## src/sv/trimmed_mean_table_linearizer_unit_macros.svh

```systemverilog
// ----------------------------------------------------------------------------
// trimmed mean table linearizer assertion macros
// shared property wrappers for the checks at the end of the top level
// ----------------------------------------------------------------------------
`ifndef TRIMMED_MEAN_TABLE_LINEARIZER_UNIT_MACROS_SVH
`define TRIMMED_MEAN_TABLE_LINEARIZER_UNIT_MACROS_SVH

// same-cycle implication
`define TMTL_ASSERT_NOW(lbl, ante, cons, msg) \
  lbl: assert property (@(posedge clk_i) disable iff (!rst_ni) (ante) |-> (cons)) else $error(msg);

// next-cycle implication
`define TMTL_ASSERT_NEXT(lbl, ante, cons, msg) \
  lbl: assert property (@(posedge clk_i) disable iff (!rst_ni) (ante) |=> (cons)) else $error(msg);

`endif

```

## src/sv/tmtl_pkg.sv

```systemverilog
// ----------------------------------------------------------------------------
// tmtl_pkg
// constants and calibration tables of the trimmed mean table linearizer
// ----------------------------------------------------------------------------
`default_nettype none

package tmtl_pkg;

  localparam int unsigned CAL_POINTS = 41;
  localparam int unsigned CAL_TABLES = 4;
  localparam int unsigned CAL_XW     = 11;
  localparam int unsigned CAL_YW     = 10;
  localparam int unsigned READING_W  = 12;
  localparam int unsigned THR_W      = 12;
  localparam int unsigned SEL_W      = 3;
  localparam int unsigned CFG_IDX_W  = 2;

  localparam logic [SEL_W-1:0] MODE_PASS = 3'd4;
  localparam logic [READING_W-1:0] READING_MAX = 12'd1000;
  localparam int unsigned TRIM_MIN_COUNT = 5;
  localparam int unsigned BLEND_DIVISOR = 5;

  // divide by five as multiply by 838861 and shift by 22, exact below 2^22
  localparam int unsigned BLEND_RECIP_W = 20;
  localparam logic [BLEND_RECIP_W-1:0] BLEND_RECIP = 20'd838861;
  localparam int unsigned BLEND_SHIFT = 22;

  localparam logic [CFG_IDX_W-1:0] REG_TABLE_SELECT    = 2'd0;
  localparam logic [CFG_IDX_W-1:0] REG_JUMP_THRESHOLD  = 2'd1;
  localparam logic [CFG_IDX_W-1:0] REG_BLEND_THRESHOLD = 2'd2;

  localparam logic [THR_W-1:0] THR_RESET = 12'd20;

  localparam logic [CAL_XW-1:0] CAL_X [CAL_POINTS] = '{
    11'd0, 11'd60, 11'd80, 11'd115, 11'd135, 11'd154, 11'd186, 11'd222, 11'd246,
    11'd288, 11'd324, 11'd357, 11'd399, 11'd431, 11'd435, 11'd466, 11'd477,
    11'd499, 11'd523, 11'd543, 11'd554, 11'd578, 11'd583, 11'd598, 11'd616,
    11'd639, 11'd665, 11'd692, 11'd723, 11'd732, 11'd741, 11'd752, 11'd765,
    11'd782, 11'd802, 11'd827, 11'd861, 11'd911, 11'd1000, 11'd1010, 11'd1030
  };

  localparam logic [CAL_YW-1:0] CAL_Y [CAL_TABLES][CAL_POINTS] = '{
    '{10'd0, 10'd30, 10'd40, 10'd45, 10'd53, 10'd56, 10'd63, 10'd69, 10'd85,
      10'd88, 10'd94, 10'd99, 10'd106, 10'd113, 10'd115, 10'd126, 10'd130,
      10'd136, 10'd144, 10'd153, 10'd156, 10'd163, 10'd167, 10'd173, 10'd183,
      10'd229, 10'd304, 10'd385, 10'd485, 10'd505, 10'd549, 10'd584, 10'd638,
      10'd721, 10'd849, 10'd923, 10'd936, 10'd955, 10'd995, 10'd998, 10'd999},
    '{10'd0, 10'd35, 10'd45, 10'd56, 10'd64, 10'd69, 10'd76, 10'd83, 10'd99,
      10'd102, 10'd108, 10'd113, 10'd121, 10'd128, 10'd130, 10'd144, 10'd149,
      10'd156, 10'd164, 10'd173, 10'd177, 10'd184, 10'd189, 10'd196, 10'd217,
      10'd257, 10'd328, 10'd385, 10'd485, 10'd505, 10'd549, 10'd584, 10'd638,
      10'd721, 10'd849, 10'd923, 10'd936, 10'd955, 10'd995, 10'd998, 10'd999},
    '{10'd0, 10'd45, 10'd50, 10'd62, 10'd72, 10'd77, 10'd84, 10'd92, 10'd112,
      10'd115, 10'd123, 10'd130, 10'd141, 10'd150, 10'd155, 10'd174, 10'd178,
      10'd191, 10'd204, 10'd217, 10'd226, 10'd236, 10'd241, 10'd248, 10'd273,
      10'd309, 10'd349, 10'd385, 10'd485, 10'd505, 10'd549, 10'd584, 10'd638,
      10'd721, 10'd849, 10'd923, 10'd936, 10'd955, 10'd995, 10'd998, 10'd999},
    '{10'd0, 10'd50, 10'd58, 10'd68, 10'd79, 10'd84, 10'd93, 10'd101, 10'd117,
      10'd118, 10'd128, 10'd134, 10'd143, 10'd151, 10'd153, 10'd166, 10'd172,
      10'd180, 10'd191, 10'd205, 10'd211, 10'd222, 10'd227, 10'd233, 10'd255,
      10'd286, 10'd333, 10'd385, 10'd485, 10'd505, 10'd549, 10'd584, 10'd638,
      10'd721, 10'd849, 10'd923, 10'd936, 10'd955, 10'd995, 10'd998, 10'd999}
  };

endpackage

`default_nettype wire

```

## src/sv/tmtl_ram.sv

```systemverilog
// ----------------------------------------------------------------------------
// tmtl_ram
// generic single write port ram with registered read
// ----------------------------------------------------------------------------
`default_nettype none

module tmtl_ram #(
  parameter int unsigned WIDTH = 12,
  parameter int unsigned DEPTH = 16
) (
  input  wire logic                     clk_i,
  input  wire logic                     we_i,
  input  wire logic [$clog2(DEPTH)-1:0] waddr_i,
  input  wire logic [WIDTH-1:0]         wdata_i,
  input  wire logic [$clog2(DEPTH)-1:0] raddr_i,
  output      logic [WIDTH-1:0]         rdata_o
);

  logic [WIDTH-1:0] mem_q [DEPTH];

  always_ff @(posedge clk_i) begin
    if (we_i) begin
      mem_q[waddr_i] <= wdata_i;
    end
    rdata_o <= mem_q[raddr_i];
  end

endmodule

`default_nettype wire

```

## src/sv/tmtl_div.sv

```systemverilog
// ----------------------------------------------------------------------------
// tmtl_div
// restoring unsigned divider, one quotient bit per cycle
// ----------------------------------------------------------------------------
`default_nettype none

module tmtl_div #(
  parameter int unsigned DVW = 26,
  parameter int unsigned DSW = 11
) (
  input  wire logic           clk_i,
  input  wire logic           rst_ni,
  input  wire logic           start_i,
  input  wire logic [DVW-1:0] dividend_i,
  input  wire logic [DSW-1:0] divisor_i,
  output      logic           done_o,
  output      logic [DVW-1:0] quotient_o
);

  localparam int unsigned NW = $clog2(DVW + 1);

  logic           busy_q, done_q;
  logic [NW-1:0]  cnt_q;
  logic [DVW-1:0] quo_q;
  logic [DSW-1:0] rem_q, dsr_q;
  logic [DSW:0]   shifted, nrem;
  logic           ge;

  always_comb begin
    shifted = {rem_q, quo_q[DVW-1]};
    ge      = shifted >= {1'b0, dsr_q};
    nrem    = ge ? shifted - {1'b0, dsr_q} : shifted;
  end

  always_ff @(posedge clk_i or negedge rst_ni) begin
    if (!rst_ni) begin
      busy_q <= 1'b0;
      done_q <= 1'b0;
      cnt_q  <= '0;
    end else begin
      done_q <= 1'b0;
      if (start_i) begin
        busy_q <= 1'b1;
        cnt_q  <= NW'(DVW);
      end else if (busy_q) begin
        cnt_q <= cnt_q - 1'b1;
        if (cnt_q == NW'(1)) begin
          busy_q <= 1'b0;
          done_q <= 1'b1;
        end
      end
    end
  end

  always_ff @(posedge clk_i) begin
    if (start_i) begin
      quo_q <= dividend_i;
      rem_q <= '0;
      dsr_q <= divisor_i;
    end else if (busy_q) begin
      quo_q <= {quo_q[DVW-2:0], ge};
      rem_q <= nrem[DSW-1:0];
    end
  end

  assign done_o     = done_q;
  assign quotient_o = quo_q;

endmodule

`default_nettype wire

```

## src/sv/trimmed_mean_table_linearizer_unit.sv

```systemverilog
// ----------------------------------------------------------------------------
// trimmed_mean_table_linearizer_unit
// windowed trimmed mean filter, 3:2 blend and table linearizer for adc words
// ----------------------------------------------------------------------------
// One adc word in, one reading word out. The sample history lives in a
// WINDOW-deep ram used as a ring buffer; each word reads the oldest entry,
// writes the new sample, then walks the held entries one per cycle. A shared
// one-bit-per-cycle divider does the mean and the table interpolation, the
// 3:2 blend divides by five with a reciprocal multiply, and the table segment
// is searched one point per cycle. The walk covers at most WINDOW held
// entries and the search reaches at most segment index 40; a jump skips
// the walk and the mean, passthrough skips the search and the
// interpolation. tready is high only between items.
`default_nettype none

module trimmed_mean_table_linearizer_unit #(
  parameter int unsigned WINDOW      = 16,
  parameter int unsigned SAMPLE_BITS = 12
) (
  input  wire logic                                 clk_i,
  input  wire logic                                 rst_ni,
  input  wire logic                                 s_axis_tvalid,
  output      logic                                 s_axis_tready,
  // adc_sample
  input  wire logic [((SAMPLE_BITS+7)/8)*8-1:0]     s_axis_tdata,
  output      logic                                 m_axis_tvalid,
  input  wire logic                                 m_axis_tready,
  // reading
  output      logic [15:0]                          m_axis_tdata,
  input  wire logic                                 cfg_valid_i,
  output      logic                                 cfg_ready_o,
  input  wire logic [tmtl_pkg::CFG_IDX_W-1:0]       cfg_index_i,
  input  wire logic [tmtl_pkg::THR_W-1:0]           cfg_data_i
);

  import tmtl_pkg::*;

  localparam int unsigned SB   = SAMPLE_BITS;
  localparam int unsigned PW   = $clog2(WINDOW);
  localparam int unsigned CW   = $clog2(WINDOW + 1);
  localparam int unsigned SUMW = SB + CW;
  localparam int unsigned VW   = (SB > CAL_XW) ? SB : CAL_XW;
  localparam int unsigned CMPW = (SB > THR_W) ? SB : THR_W;
  localparam int unsigned DVW  = VW + CAL_YW;
  localparam int unsigned DSW  = CAL_XW;
  localparam int unsigned IW   = $clog2(CAL_POINTS);
  localparam int unsigned BSW  = SB + 3;
  localparam int unsigned BPW  = BSW + BLEND_RECIP_W;

  localparam logic [3:0] S_IDLE   = 4'd0;
  localparam logic [3:0] S_CMP    = 4'd1;
  localparam logic [3:0] S_WALK   = 4'd2;
  localparam logic [3:0] S_AVG    = 4'd3;
  localparam logic [3:0] S_AVGW   = 4'd4;
  localparam logic [3:0] S_BLEND  = 4'd5;
  localparam logic [3:0] S_BLENDW = 4'd6;
  localparam logic [3:0] S_MAP    = 4'd7;
  localparam logic [3:0] S_SRCH   = 4'd8;
  localparam logic [3:0] S_INT    = 4'd9;
  localparam logic [3:0] S_INTW   = 4'd10;
  localparam logic [3:0] S_OUT    = 4'd11;

  function automatic logic [PW-1:0] wrap(input logic [PW:0] a);
    logic [PW:0] b;
    b = (a >= (PW+1)'(WINDOW)) ? a - (PW+1)'(WINDOW) : a;
    return b[PW-1:0];
  endfunction

  logic [3:0]           state_q, state_d;
  logic [SEL_W-1:0]     tsel_q;
  logic [THR_W-1:0]     jthr_q, bthr_q;
  logic [SB-1:0]        samp_q, samp_d, val_q, val_d, prev_q, prev_d;
  logic [SB-1:0]        hi_q, hi_d, lo_q, lo_d;
  logic [SUMW-1:0]      sum_q, sum_d;
  logic [PW-1:0]        head_q, head_d;
  logic [CW-1:0]        cnt_q, cnt_d, k_q, k_d, nrecv_q, nrecv_d;
  logic                 rv_q, rv_d;
  logic [IW-1:0]        idx_q, idx_d, idx_m1;
  logic [DVW-1:0]       prod_q, prod_d;
  logic [READING_W-1:0] res_q, res_d, out_q;
  logic                 ovalid_q;

  logic                 we;
  logic [PW-1:0]        waddr, raddr;
  logic [SB-1:0]        rdata, old;
  logic [SB-1:0]        adiff;
  logic                 div_start, div_done;
  logic [DVW-1:0]       div_dvd, div_q;
  logic [DSW-1:0]       div_dsr;
  logic [VW-1:0]        dx;
  logic [CAL_YW-1:0]    dy;
  logic [DVW:0]         ysum;
  logic [BPW-1:0]       bprod;
  logic                 out_load;

  tmtl_ram #(.WIDTH(SB), .DEPTH(WINDOW)) u_hist (
    .clk_i   (clk_i),
    .we_i    (we),
    .waddr_i (waddr),
    .wdata_i (samp_q),
    .raddr_i (raddr),
    .rdata_o (rdata)
  );

  tmtl_div #(.DVW(DVW), .DSW(DSW)) u_div (
    .clk_i      (clk_i),
    .rst_ni     (rst_ni),
    .start_i    (div_start),
    .dividend_i (div_dvd),
    .divisor_i  (div_dsr),
    .done_o     (div_done),
    .quotient_o (div_q)
  );

  assign old    = (cnt_q == '0) ? '0 : rdata;
  assign idx_m1 = idx_q - 1'b1;
  assign out_load = (state_q == S_OUT) && (!ovalid_q || m_axis_tready);

  always_comb begin
    state_d   = state_q;
    samp_d    = samp_q;
    val_d     = val_q;
    prev_d    = prev_q;
    hi_d      = hi_q;
    lo_d      = lo_q;
    sum_d     = sum_q;
    head_d    = head_q;
    cnt_d     = cnt_q;
    k_d       = k_q;
    nrecv_d   = nrecv_q;
    rv_d      = 1'b0;
    idx_d     = idx_q;
    prod_d    = prod_q;
    res_d     = res_q;
    we        = 1'b0;
    waddr     = head_q;
    raddr     = head_q;
    div_start = 1'b0;
    div_dvd   = '0;
    div_dsr   = '0;
    adiff     = '0;
    dx        = '0;
    dy        = '0;
    ysum      = '0;
    bprod     = '0;
    unique case (state_q)
      S_IDLE: begin
        if (s_axis_tvalid) begin
          samp_d  = s_axis_tdata[SB-1:0];
          state_d = S_CMP;
        end
      end
      S_CMP: begin
        adiff = (samp_q > old) ? samp_q - old : old - samp_q;
        we    = 1'b1;
        if (CMPW'(adiff) >= CMPW'(jthr_q)) begin
          cnt_d   = CW'(1);
          val_d   = samp_q;
          state_d = S_BLEND;
        end else begin
          if (cnt_q == CW'(WINDOW)) begin
            head_d = wrap((PW+1)'(head_q) + (PW+1)'(1));
          end else begin
            waddr = wrap((PW+1)'(head_q) + (PW+1)'(cnt_q));
            cnt_d = cnt_q + 1'b1;
          end
          k_d     = '0;
          nrecv_d = '0;
          state_d = S_WALK;
        end
      end
      S_WALK: begin
        raddr = wrap((PW+1)'(head_q) + (PW+1)'(k_q));
        if (k_q < cnt_q) begin
          k_d  = k_q + 1'b1;
          rv_d = 1'b1;
        end
        if (rv_q) begin
          nrecv_d = nrecv_q + 1'b1;
          if (nrecv_q == '0) begin
            sum_d = SUMW'(rdata);
            hi_d  = rdata;
            lo_d  = rdata;
          end else begin
            sum_d = sum_q + SUMW'(rdata);
            if (rdata > hi_q) hi_d = rdata;
            if (rdata < lo_q) lo_d = rdata;
          end
          if (nrecv_q + 1'b1 == cnt_q) begin
            rv_d    = 1'b0;
            state_d = S_AVG;
          end
        end
      end
      S_AVG: begin
        div_start = 1'b1;
        if (cnt_q < CW'(TRIM_MIN_COUNT)) begin
          div_dvd = DVW'(sum_q);
          div_dsr = DSW'(cnt_q);
        end else begin
          div_dvd = DVW'(sum_q - SUMW'(hi_q) - SUMW'(lo_q));
          div_dsr = DSW'(cnt_q - CW'(2));
        end
        state_d = S_AVGW;
      end
      S_AVGW: begin
        if (div_done) begin
          val_d   = div_q[SB-1:0];
          state_d = S_BLEND;
        end
      end
      S_BLEND: begin
        adiff = (val_q > prev_q) ? val_q - prev_q : prev_q - val_q;
        if (CMPW'(adiff) < CMPW'(bthr_q)) begin
          prod_d  = DVW'(BSW'(3) * BSW'(prev_q) + BSW'(2) * BSW'(val_q));
          state_d = S_BLENDW;
        end else begin
          prev_d  = val_q;
          state_d = S_MAP;
        end
      end
      S_BLENDW: begin
        bprod   = BPW'(prod_q[BSW-1:0]) * BPW'(BLEND_RECIP);
        val_d   = bprod[BLEND_SHIFT +: SB];
        prev_d  = bprod[BLEND_SHIFT +: SB];
        state_d = S_MAP;
      end
      S_MAP: begin
        idx_d = '0;
        if (tsel_q >= MODE_PASS) begin
          res_d   = READING_W'(val_q);
          state_d = S_OUT;
        end else begin
          state_d = S_SRCH;
        end
      end
      S_SRCH: begin
        if ((idx_q < IW'(CAL_POINTS - 1)) && (VW'(val_q) > VW'(CAL_X[idx_q]))) begin
          idx_d = idx_q + 1'b1;
        end else if (idx_q == '0) begin
          res_d   = '0;
          state_d = S_OUT;
        end else begin
          dx      = VW'(val_q) - VW'(CAL_X[idx_m1]);
          dy      = CAL_Y[tsel_q[1:0]][idx_q] - CAL_Y[tsel_q[1:0]][idx_m1];
          prod_d  = {{CAL_YW{1'b0}}, dx} * {{VW{1'b0}}, dy};
          state_d = S_INT;
        end
      end
      S_INT: begin
        div_start = 1'b1;
        div_dvd   = prod_q;
        div_dsr   = CAL_X[idx_q] - CAL_X[idx_m1];
        state_d   = S_INTW;
      end
      S_INTW: begin
        if (div_done) begin
          ysum = (DVW+1)'(CAL_Y[tsel_q[1:0]][idx_m1]) + (DVW+1)'(div_q);
          res_d = (ysum >= (DVW+1)'(READING_MAX)) ? READING_MAX : ysum[READING_W-1:0];
          state_d = S_OUT;
        end
      end
      S_OUT: begin
        if (out_load) state_d = S_IDLE;
      end
      default: state_d = S_IDLE;
    endcase
  end

  always_ff @(posedge clk_i or negedge rst_ni) begin
    if (!rst_ni) begin
      state_q  <= S_IDLE;
      tsel_q   <= '0;
      jthr_q   <= THR_RESET;
      bthr_q   <= THR_RESET;
      prev_q   <= '0;
      head_q   <= '0;
      cnt_q    <= '0;
      k_q      <= '0;
      nrecv_q  <= '0;
      rv_q     <= 1'b0;
      ovalid_q <= 1'b0;
    end else begin
      state_q <= state_d;
      prev_q  <= prev_d;
      head_q  <= head_d;
      cnt_q   <= cnt_d;
      k_q     <= k_d;
      nrecv_q <= nrecv_d;
      rv_q    <= rv_d;
      if (cfg_valid_i) begin
        unique case (cfg_index_i)
          REG_TABLE_SELECT:    tsel_q <= cfg_data_i[SEL_W-1:0];
          REG_JUMP_THRESHOLD:  jthr_q <= cfg_data_i;
          REG_BLEND_THRESHOLD: bthr_q <= cfg_data_i;
          default: ;
        endcase
      end
      if (out_load) begin
        ovalid_q <= 1'b1;
      end else if (m_axis_tready) begin
        ovalid_q <= 1'b0;
      end
    end
  end

  always_ff @(posedge clk_i) begin
    samp_q <= samp_d;
    val_q  <= val_d;
    hi_q   <= hi_d;
    lo_q   <= lo_d;
    sum_q  <= sum_d;
    idx_q  <= idx_d;
    prod_q <= prod_d;
    res_q  <= res_d;
    if (out_load) out_q <= res_q;
  end

  assign s_axis_tready = (state_q == S_IDLE);
  assign m_axis_tvalid = ovalid_q;
  assign m_axis_tdata  = {{(16-READING_W){1'b0}}, out_q};
  assign cfg_ready_o   = 1'b1;

`include "trimmed_mean_table_linearizer_unit_macros.svh"

  `TMTL_ASSERT_NOW(a_cnt_range, 1'b1, cnt_q <= CW'(WINDOW), "history count beyond window")
  `TMTL_ASSERT_NOW(a_head_range, 1'b1, (PW+1)'(head_q) < (PW+1)'(WINDOW),
    "ring head out of range")
  `TMTL_ASSERT_NEXT(a_accept_cmp, s_axis_tvalid && s_axis_tready, state_q == S_CMP,
    "accepted word did not start compare")
  `TMTL_ASSERT_NEXT(a_out_load, out_load, m_axis_tvalid && (state_q == S_IDLE),
    "result not presented after load")

endmodule

`default_nettype wire

```

## config.mk

```make
export PLATFORM = sky130hd
export DESIGN_NAME = trimmed_mean_table_linearizer_unit
export DESIGN_NICKNAME = d
export VERILOG_FILES = /design/src/sv/tmtl_pkg.sv /design/src/sv/tmtl_ram.sv /design/src/sv/tmtl_div.sv /design/src/sv/trimmed_mean_table_linearizer_unit.sv
export VERILOG_INCLUDE_DIRS = /design/src /design/src/sv
export SDC_FILE = /design/constraint.sdc
export NUM_CORES = 2
export LEC_CHECK = 0
export ABC_AREA = 1
export ABC_CLOCK_PERIOD_IN_PS = 27600
export BUFFER_PORTS_ARGS = -buffer_cell sky130_fd_sc_hd__buf_2
export CORE_ASPECT_RATIO = 0.8
export CORE_MARGIN = 2
export CORE_UTILIZATION = 65
export CTS_BUF_LIST = sky130_fd_sc_hd__clkbuf_4 sky130_fd_sc_hd__clkbuf_8 sky130_fd_sc_hd__clkbuf_16
export DETAILED_ROUTE_END_ITERATION = 8
export PLACE_DENSITY = 0.9
export SLEW_MARGIN = 20
export SYNTH_ARGS = -nofsm -noshare
export SYNTH_HDL_FRONTEND = slang
export SYNTH_SLANG_ARGS = --single-unit
```

## constraint.sdc

```tcl
create_clock -name clk_i -period 27.6 [get_ports clk_i]
set_input_delay 1.38 -clock clk_i [delete_from_list [all_inputs] [get_ports clk_i]]
set_output_delay 1.38 -clock clk_i [all_outputs]
set_load 0.02 [all_outputs]
```

Word-level counts from Yosys, hierarchy flattened
Memories as Yosys holds them, arrays and structs flattened. A register that Yosys moved wholly into a read port is not among the register bits.
Index checks and enable logic that the tools add are counted.
{ "word_totals": {"rom_bits": 1408, "ramBits": 192, "output_inout_bits": 19, "mem_count": 3, "elab_cells": 241, "inputBits": 35, "register_bits": 232} }
{ "memory_table": {"columns": ["memory", "words", "word_bits", "rd", "rd_clocked_by_memory_dff", "wr", "line_no", "text"], "rows": [
  ["(no name shown)", 64, 11, 1, 0, 0, "trimmed_mean_table_linearizer_unit.sv:253", "div_dsr = CAL_X[idx_q] - CAL_X[idx_m1];"],
  ["(no name shown)", 64, 11, 1, 0, 0, "trimmed_mean_table_linearizer_unit.sv:253", null],
  ["u_hist.mem_q", 16, 12, 1, 1, 1, "tmtl_ram.sv:19", "logic [WIDTH-1:0] mem_q [DEPTH];"]
]} }
{ "classes": {"n_mux": 89, "add_sub_neg": 26, "n_eq_ne": 33, "n_lt_le_gt_ge": 19, "bitwise": 4, "n_reduce_logical": 37, "mul": 3} }
{ "ops": {"columns": ["cell", "count"], "rows": [
  ["$bmux 410 s2", 1],
  ["$mux 410", 2],
  ["$mux 12", 16],
  ["$mux 22", 6],
  ["$bmux 10 s6", 2],
  ["$pmux 22 s2", 2],
  ["$pmux 12 s3", 2],
  ["$mux 11", 6],
  ["$mux 4", 14],
  ["$pmux 4 s12", 1],
  ["$sub 12x12->12", 4],
  ["$mux 10", 4],
  ["$gt 12x12->1", 3],
  ["$mux 5", 7],
  ["$mul 15x20->34 const B", 1],
  ["$ne 2x2->1 const B", 15],
  ["$lt 12x12->1", 2],
  ["$pmux 12 s2", 1],
  ["$add 10x22->23", 1],
  ["$ge 23x10->1 const B", 1],
  ["$mul 12x10->22", 1],
  ["$pmux 11 s2", 1],
  ["$sub 11x11->11", 2],
  ["$pmux 5 s2", 2],
  ["57 further kinds", 114]
]} }

Depth between registers and ports, before layout
{ "depth": {"ltp_word": 12, "mapped_depth": 47, "mapped_depth_nobuf": 44} }

By module
A second synthesis with hierarchy kept.
{ "unflattened": {"hier_cells": 5423, "hier_area_um2": 40958.0} }
{ "by_module_without_submodules": {"columns": ["module", "area_each_um2", "seq_area_each_um2", "instances", "cells_each"], "rows": [
  ["trimmed_mean_table_linearizer_unit", 29484.5, 5119.9, 1, 4253],
  ["tmtl_ram", 8557.0, 6005.8, 1, 813],
  ["tmtl_div", 2916.5, 1386.3, 1, 357]
]} }

Worst setup path before layout
No wires, ideal clock.
{ "synth_timing": {"path_kind": "register -> register", "startpoint": "register idx_q[0]", "endpoint": "register prod_q[17], data pin", "path_buffers": 3, "stages_incl_launch_ff": 44, "path_slack_ns": 18.687, "synth_period_minus_slack_ns": 8.913, "t_arrival_ns": 8.660, "cell_sequence": "edfxtp_1 -> buf_4 -> inv_2 -> clkbuf_1 -> ha_1 -> inv_1 -> ha_1 -> buf_2 -> inv_1 -> nand2_1 -> clkinv_1 -> o21ai_0 -> nand2_1 -> a221oi_1 -> o221ai_1 -> nand2_1 -> nand3_1 -> ha_1 -> [... 8 more ...] -> fa_1 -> fa_1 -> fa_1 -> fa_1 -> inv_1 -> fa_1 -> inv_1 -> ha_1 -> nand2_1 -> nor2_1 -> o21ai_0 -> o211ai_1 -> a21oi_1 -> o21bai_1 -> a21oi_1 -> nand2_1 -> nand2_1 -> nor2_1"} }
{ "synth_via": {"elab_chain_len": 10, "word_cells_on_any_way": 18} }
{ "synth_rtl": {"columns": ["element", "line_no", "text"], "rows": [
  ["start: declaration", "trimmed_mean_table_linearizer_unit.sv:78", "logic [IW-1:0] idx_q, idx_d, idx_m1;"],
  ["start signal: assignment", "trimmed_mean_table_linearizer_unit.sv:313", "idx_q <= idx_d;"],
  ["$sub 6x1->6 *", "trimmed_mean_table_linearizer_unit.sv:116", "assign idx_m1 = idx_q - 1'b1;"],
  ["named net idx_m1[0]", "trimmed_mean_table_linearizer_unit.sv:78", null],
  ["$not 6->7 (not written as such) *", "trimmed_mean_table_linearizer_unit.sv:244, trimmed_mean_table_linearizer_unit.sv:245", null],
  ["$mem_v2 64x11 / $bmux 10 s6 (equally long branches)", null, null],
  ["$mux 11 / $mux 10 (equally long branches) (2 in series)", null, null],
  ["$sub 12x11->12 / $sub 10x10->10 (equally long branches)", "trimmed_mean_table_linearizer_unit.sv:244, trimmed_mean_table_linearizer_unit.sv:245", null],
  ["$mul 12x10->22 *", "trimmed_mean_table_linearizer_unit.sv:246", "prod_d = {{CAL_YW{1'b0}}, dx} * {{VW{1'b0}}, dy};"],
  ["$mux 22 *", "trimmed_mean_table_linearizer_unit.sv:240", "end else if (idx_q == '0) begin"],
  ["$mux 22 *", "trimmed_mean_table_linearizer_unit.sv:238", "if ((idx_q < IW'(CAL_POINTS - 1)) && (VW'(val_q) > VW'(CAL_X[idx_q]))) begin"],
  ["$pmux 22 s2 *", "trimmed_mean_table_linearizer_unit.sv:146", "unique case (state_q)"],
  ["end signal: assignment", "trimmed_mean_table_linearizer_unit.sv:314", "prod_q <= prod_d;"],
  ["end: declaration", "trimmed_mean_table_linearizer_unit.sv:79", "logic [DVW-1:0] prod_q, prod_d;"]
]} }
Mark *: on every way through the listed nets, which the timed path passes. The rest lies on a longest branch. The select of a mux whose other input is x is not followed.
A chain may end at the register's enable or synchronous reset.

Worst setup path in the final report
{ "layout_timing": {"startpoint": "register idx_q[0]", "endpoint": "register prod_q[14], data pin"} }
{ "layout_via": {"elab_chain_len": 10, "word_cells_on_any_way": 18} }
{ "layout_rtl": {"columns": ["element", "line_no"], "rows": [
  ["$sub 6x1->6", "trimmed_mean_table_linearizer_unit.sv:116"],
  ["$not 6->7 (not written as such)", "trimmed_mean_table_linearizer_unit.sv:244, trimmed_mean_table_linearizer_unit.sv:245"],
  ["$mem_v2 64x11 / $bmux 10 s6 (equally long branches)", null],
  ["$mux 11 / $mux 10 (equally long branches) (2 in series)", null],
  ["$sub 12x11->12 / $sub 10x10->10 (equally long branches)", "trimmed_mean_table_linearizer_unit.sv:244, trimmed_mean_table_linearizer_unit.sv:245"],
  ["$mul 12x10->22 *", "trimmed_mean_table_linearizer_unit.sv:246"],
  ["$mux 22 *", "trimmed_mean_table_linearizer_unit.sv:240"],
  ["$mux 22 *", "trimmed_mean_table_linearizer_unit.sv:238"],
  ["$pmux 22 s2 *", "trimmed_mean_table_linearizer_unit.sv:146"],
  ["named net prod_d[14]", "trimmed_mean_table_linearizer_unit.sv:79"]
]} }
Marks and branches as above.

==> flow_metrics.env <==
export IMPL_status="finished clean"
export IMPL_reg2reg_slack_ns=15.20
export IMPL_worst_pin_slew_ns=1.26
export IMPL_synth_seq_cells=436
export IMPL_p_per_area_nw_per_um2=33.9
export IMPL_htree_levels=2
export IMPL_core_um2=59800
export IMPL_r2r_start="idx_q[0]$_SDFFCE_PN0P_"
export IMPL_ys_warn_count=0
export IMPL_firstDrtPassIters=7
export IMPL_synth_edf_count=342
export IMPL_overflow=0
export IMPL_ys_async_sr_fraction=0.163
export IMPL_crit_family="adder cells"
export IMPL_fin_skew_ns=0.0381
export IMPL_relSlewSlack=0.152
export IMPL_seqPwrFrac=0.501
export IMPL_ctsResizeCount=0
export IMPL_grt_setup_unrepaired="false"
export IMPL_initial_core_util=0.659
export IMPL_cell_internal_pwr_w=0.00107
export IMPL_fin_util=0.700
export IMPL_setup_tns_ns=0
export IMPL_synth_ff_type="edfxtp_1"
export IMPL_routedWlPerCell_um=22.6
export IMPL_fillers=4566
export IMPL_hold_viol=0
export IMPL_dp_hpwl_um=97200
export IMPL_grt_max_degree=97
export IMPL_antenna_found_initial=8
export IMPL_reg2reg_depth=41
export IMPL_grtUsageTotal=0.408
export IMPL_hp_start="res_q[8]$_DFFE_PP_"
export IMPL_max_stage_delay_ns=0.83
export IMPL_p_leak_nw=19.9
export IMPL_r2r_end="prod_q[14]$_DFFE_PP_"
export IMPL_clock_fmax_mhz=80.7
export IMPL_crit_buf_inv=10
export IMPL_routed_wl_um=130000
export IMPL_clock_sinks=436
export IMPL_via_per_inst=6.41
export IMPL_clkPwrFrac=0.441
export IMPL_grt_pass1_wl_um=197000
export IMPL_yosysSeqAreaShare=0.318
export IMPL_startpoint_type="flip-flop"
export IMPL_num_rows=80
export IMPL_dp_cells=5659
export IMPL_cts_tree="yes"
export IMPL_drv_cap=0
export IMPL_whs_endpoint="out_q[8]$_DFFE_PP_"
export IMPL_min_period_ns=12.40
export IMPL_cts_hold_buf=0
export IMPL_endpoint_kind="flip-flop"
export IMPL_combPwrFrac=0.058
export IMPL_die_height_um=224
export IMPL_synth_area_um2=39400
export IMPL_ioPinCount=54
export IMPL_p_sw_w=0.000344
export IMPL_instances_no_fill=5740
export IMPL_cts_made_buffers=43
export IMPL_critPathKind="reg -> reg"
export IMPL_port_buffers=44
export IMPL_hold_depth=0
export IMPL_critical_path_arrival_ns=12.71
export IMPL_finalSetupViolCount=0
export IMPL_cts_root_buf="clkbuf_16"
export IMPL_worstPathRequired_ns=27.91
export IMPL_clk_pin_slew_ns=0.06
export IMPL_drive_above_1_share=0.0492
export IMPL_nets=5546
export IMPL_min_path_type="reg -> reg"
export IMPL_drtIter0Drc=5748
export IMPL_sw_frac_of_total=0.243
export IMPL_postRouteAntennaNets=0
export IMPL_synth_distinct_cells=67
export IMPL_cts_setup_buffers=0
export IMPL_slew_viol_final=0
export IMPL_netlist_instances=4922
export IMPL_worst_path_max_fanout=42
export IMPL_die_area_um2=62600
export IMPL_peakVddDrop_mv=0.0669
export IMPL_synthToLayoutAreaGrowth_pct=6.29
export IMPL_period_share=0.449
export IMPL_max_clock_path_buffers=3
export IMPL_critPathSlowestCell="xor2_1"
export IMPL_drt_drc_violations_left=0
export IMPL_clk_latency_ns=0.62
export IMPL_postSynthAreaPerCell_um2=8.00
export IMPL_place_congestion=1.09
export IMPL_grt_pass1_vias=35200
export IMPL_vias=36800
export IMPL_die_w_um=279
==> cells in the final DEF, fill, tap and decap left out, types with 9 or more instances in the layout <==
master	n
a31oi_1	38
o21bai_1	16
nor2_2	15
nand3_1	213
a21boi_0	11
inv_1	781
o211ai_1	69
nand4_1	27
nand3b_1	14
fa_1	173
dfxtp_1	23
nand2_1	954
o21a_1	12
o22ai_1	40
dfrtp_1	67
ha_1	413
o2111ai_1	18
a21oi_1	308
nor3_1	52
a21o_1	21
edfxtp_1	342
or2_2	18
o21ai_0	362
clkbuf_16	43
buf_2	43
xor2_1	75
o221ai_1	60
clkbuf_4	11
nor2_1	491
o31ai_1	12
clkinv_1	9
xnor2_1	29
buf_4	45
o21ai_1	23
==> stage by stage <==
stage / power [W] / area (µm²) / setup slack [ns] / hold slack (ns)
final: 0.00142 / 41800 / 15.20 / 0.436
after global routing: 0.00144 / 41800 / 14.98 / 0.439
after CTS: 0.00141 / 41800 / 15.72 / 0.430
after detailed placement: 0.000801 / 40300 / 15.75 / 0.415
after global placement: 0.000801 / 40300 / 15.89 / 0.401
after floorplan: 0.000768 / 39400 / 18.69 / 0.400
==> state kept, by name, indices dropped and copies added (netlist names), 12 cells and up <==
name and flops:
samp_q 12, u_div.quotient_o 22, res_q 12, sum_q 17, hi_q 12, prev_q 12, jthr_q 12, bthr_q 12
val_q 12, lo_q 12, prod_q 22, u_hist.rdata_o 12, u_hist.mem_q 192, out_q 12
==> worst max-delay path by stage <==
stage,slack (ns),end,depth (start not counted),startpoint
final,15.20,prod_q[14]$_DFFE_PP_,41,idx_q[0]$_SDFFCE_PN0P_
after global routing,14.98,prod_q[14]$_DFFE_PP_,41,idx_q[0]$_SDFFCE_PN0P_
after CTS,15.72,prod_q[14]$_DFFE_PP_,41,idx_q[0]$_SDFFCE_PN0P_
after detailed placement,15.75,prod_q[14]$_DFFE_PP_,41,idx_q[0]$_SDFFCE_PN0P_
after global placement,15.89,prod_q[14]$_DFFE_PP_,41,idx_q[0]$_SDFFCE_PN0P_
after floorplan,18.69,prod_q[17]$_SDFFCE_PN0P_,43,idx_q[0]$_SDFFCE_PN0P_
==> cells by family after synthesis <==
logic type                 count (synthesis)  synth area share
and+or+nand+nor                         1808             0.189
xor gates and xnor gates                 107            0.0244
DFF                                      436             0.318
other                                      2          0.000191
AOI/OAI and AO/OA                       1052             0.159
buffers and inverters                    931            0.0913
adders and majority gates                586             0.219
==> per-layer routing <==
metal,share of wire,vias up,global-route usage,routed length (µm)
li1,-,16500,-,-
met2,0.41,2659,0.593,53800
met4,0.042,12,0.155,5500
met3,0.16,441,0.141,20200
met5,0.00059,-,0.00155,76
met1,0.39,17100,0.561,50000
==> Yosys cell counts, drive strengths merged (5+ instances only) <==
library cell / count / share of area
o21a: 12 / 0.0023
o21bai: 16 / 0.0031
nor3: 53 / 0.0067
a31oi: 38 / 0.0060
a21o: 21 / 0.0040
a211oi: 8 / 0.0015
xor2: 78 / 0.018
o221ai: 60 / 0.013
buf: 49 / 0.0071
nor4: 7 / 0.0011
a21boi: 11 / 0.0021
o22ai: 40 / 0.0064
dfrtp: 67 / 0.043
o2111ai: 18 / 0.0040
dfxtp: 23 / 0.012
o211ai: 69 / 0.013
a21oi: 314 / 0.040
a221oi: 7 / 0.0016
nor2: 511 / 0.050
clkinv: 7 / 0.00067
or2: 18 / 0.0029
inv: 790 / 0.075
o21ai: 388 / 0.050
nand3b: 14 / 0.0027
edfxtp: 342 / 0.26
nand3: 214 / 0.027
clkbuf: 85 / 0.0082
xnor2: 29 / 0.0065
a32o: 5 / 0.0013
a22oi: 7 / 0.0013
o32ai: 6 / 0.0013
o31ai: 13 / 0.0026
nand2: 962 / 0.093
fa: 173 / 0.088
ha: 413 / 0.13
nand4: 27 / 0.0043
==> power by group through the flow <==
stage / clock network, W / logic [W] / registers, W
2_1_floorplan: 0 / 0.0000442 / 0.000724
3_3_place_gp: 0 / 0.0000763 / 0.000725
3_5_place_dp: 0 / 0.0000758 / 0.000725
4_1_cts: 0.000618 / 0.0000766 / 0.000711
5_1_grt: 0.000642 / 0.0000866 / 0.000712
6_report: 0.000625 / 0.0000817 / 0.000711
==> layout make-up <==
| type | instances | area (µm²) | area share |
|---|---|---|---|
| clock inverters | 21 | 260 | 0.00622 |
| multi-input cells | 3558 | 23300 | 0.557 |
| flip-flops and latches | 436 | 12500 | 0.299 |
| diodes | 2 | 5.00 | 0.000120 |
| inverters | 797 | 2990 | 0.0715 |
| clock buffers | 58 | 1210 | 0.0290 |
| repair buffers | 89 | 564 | 0.0135 |
| well taps | 779 | 975 | 0.0233 |
(Power assumes the default switching activity.)
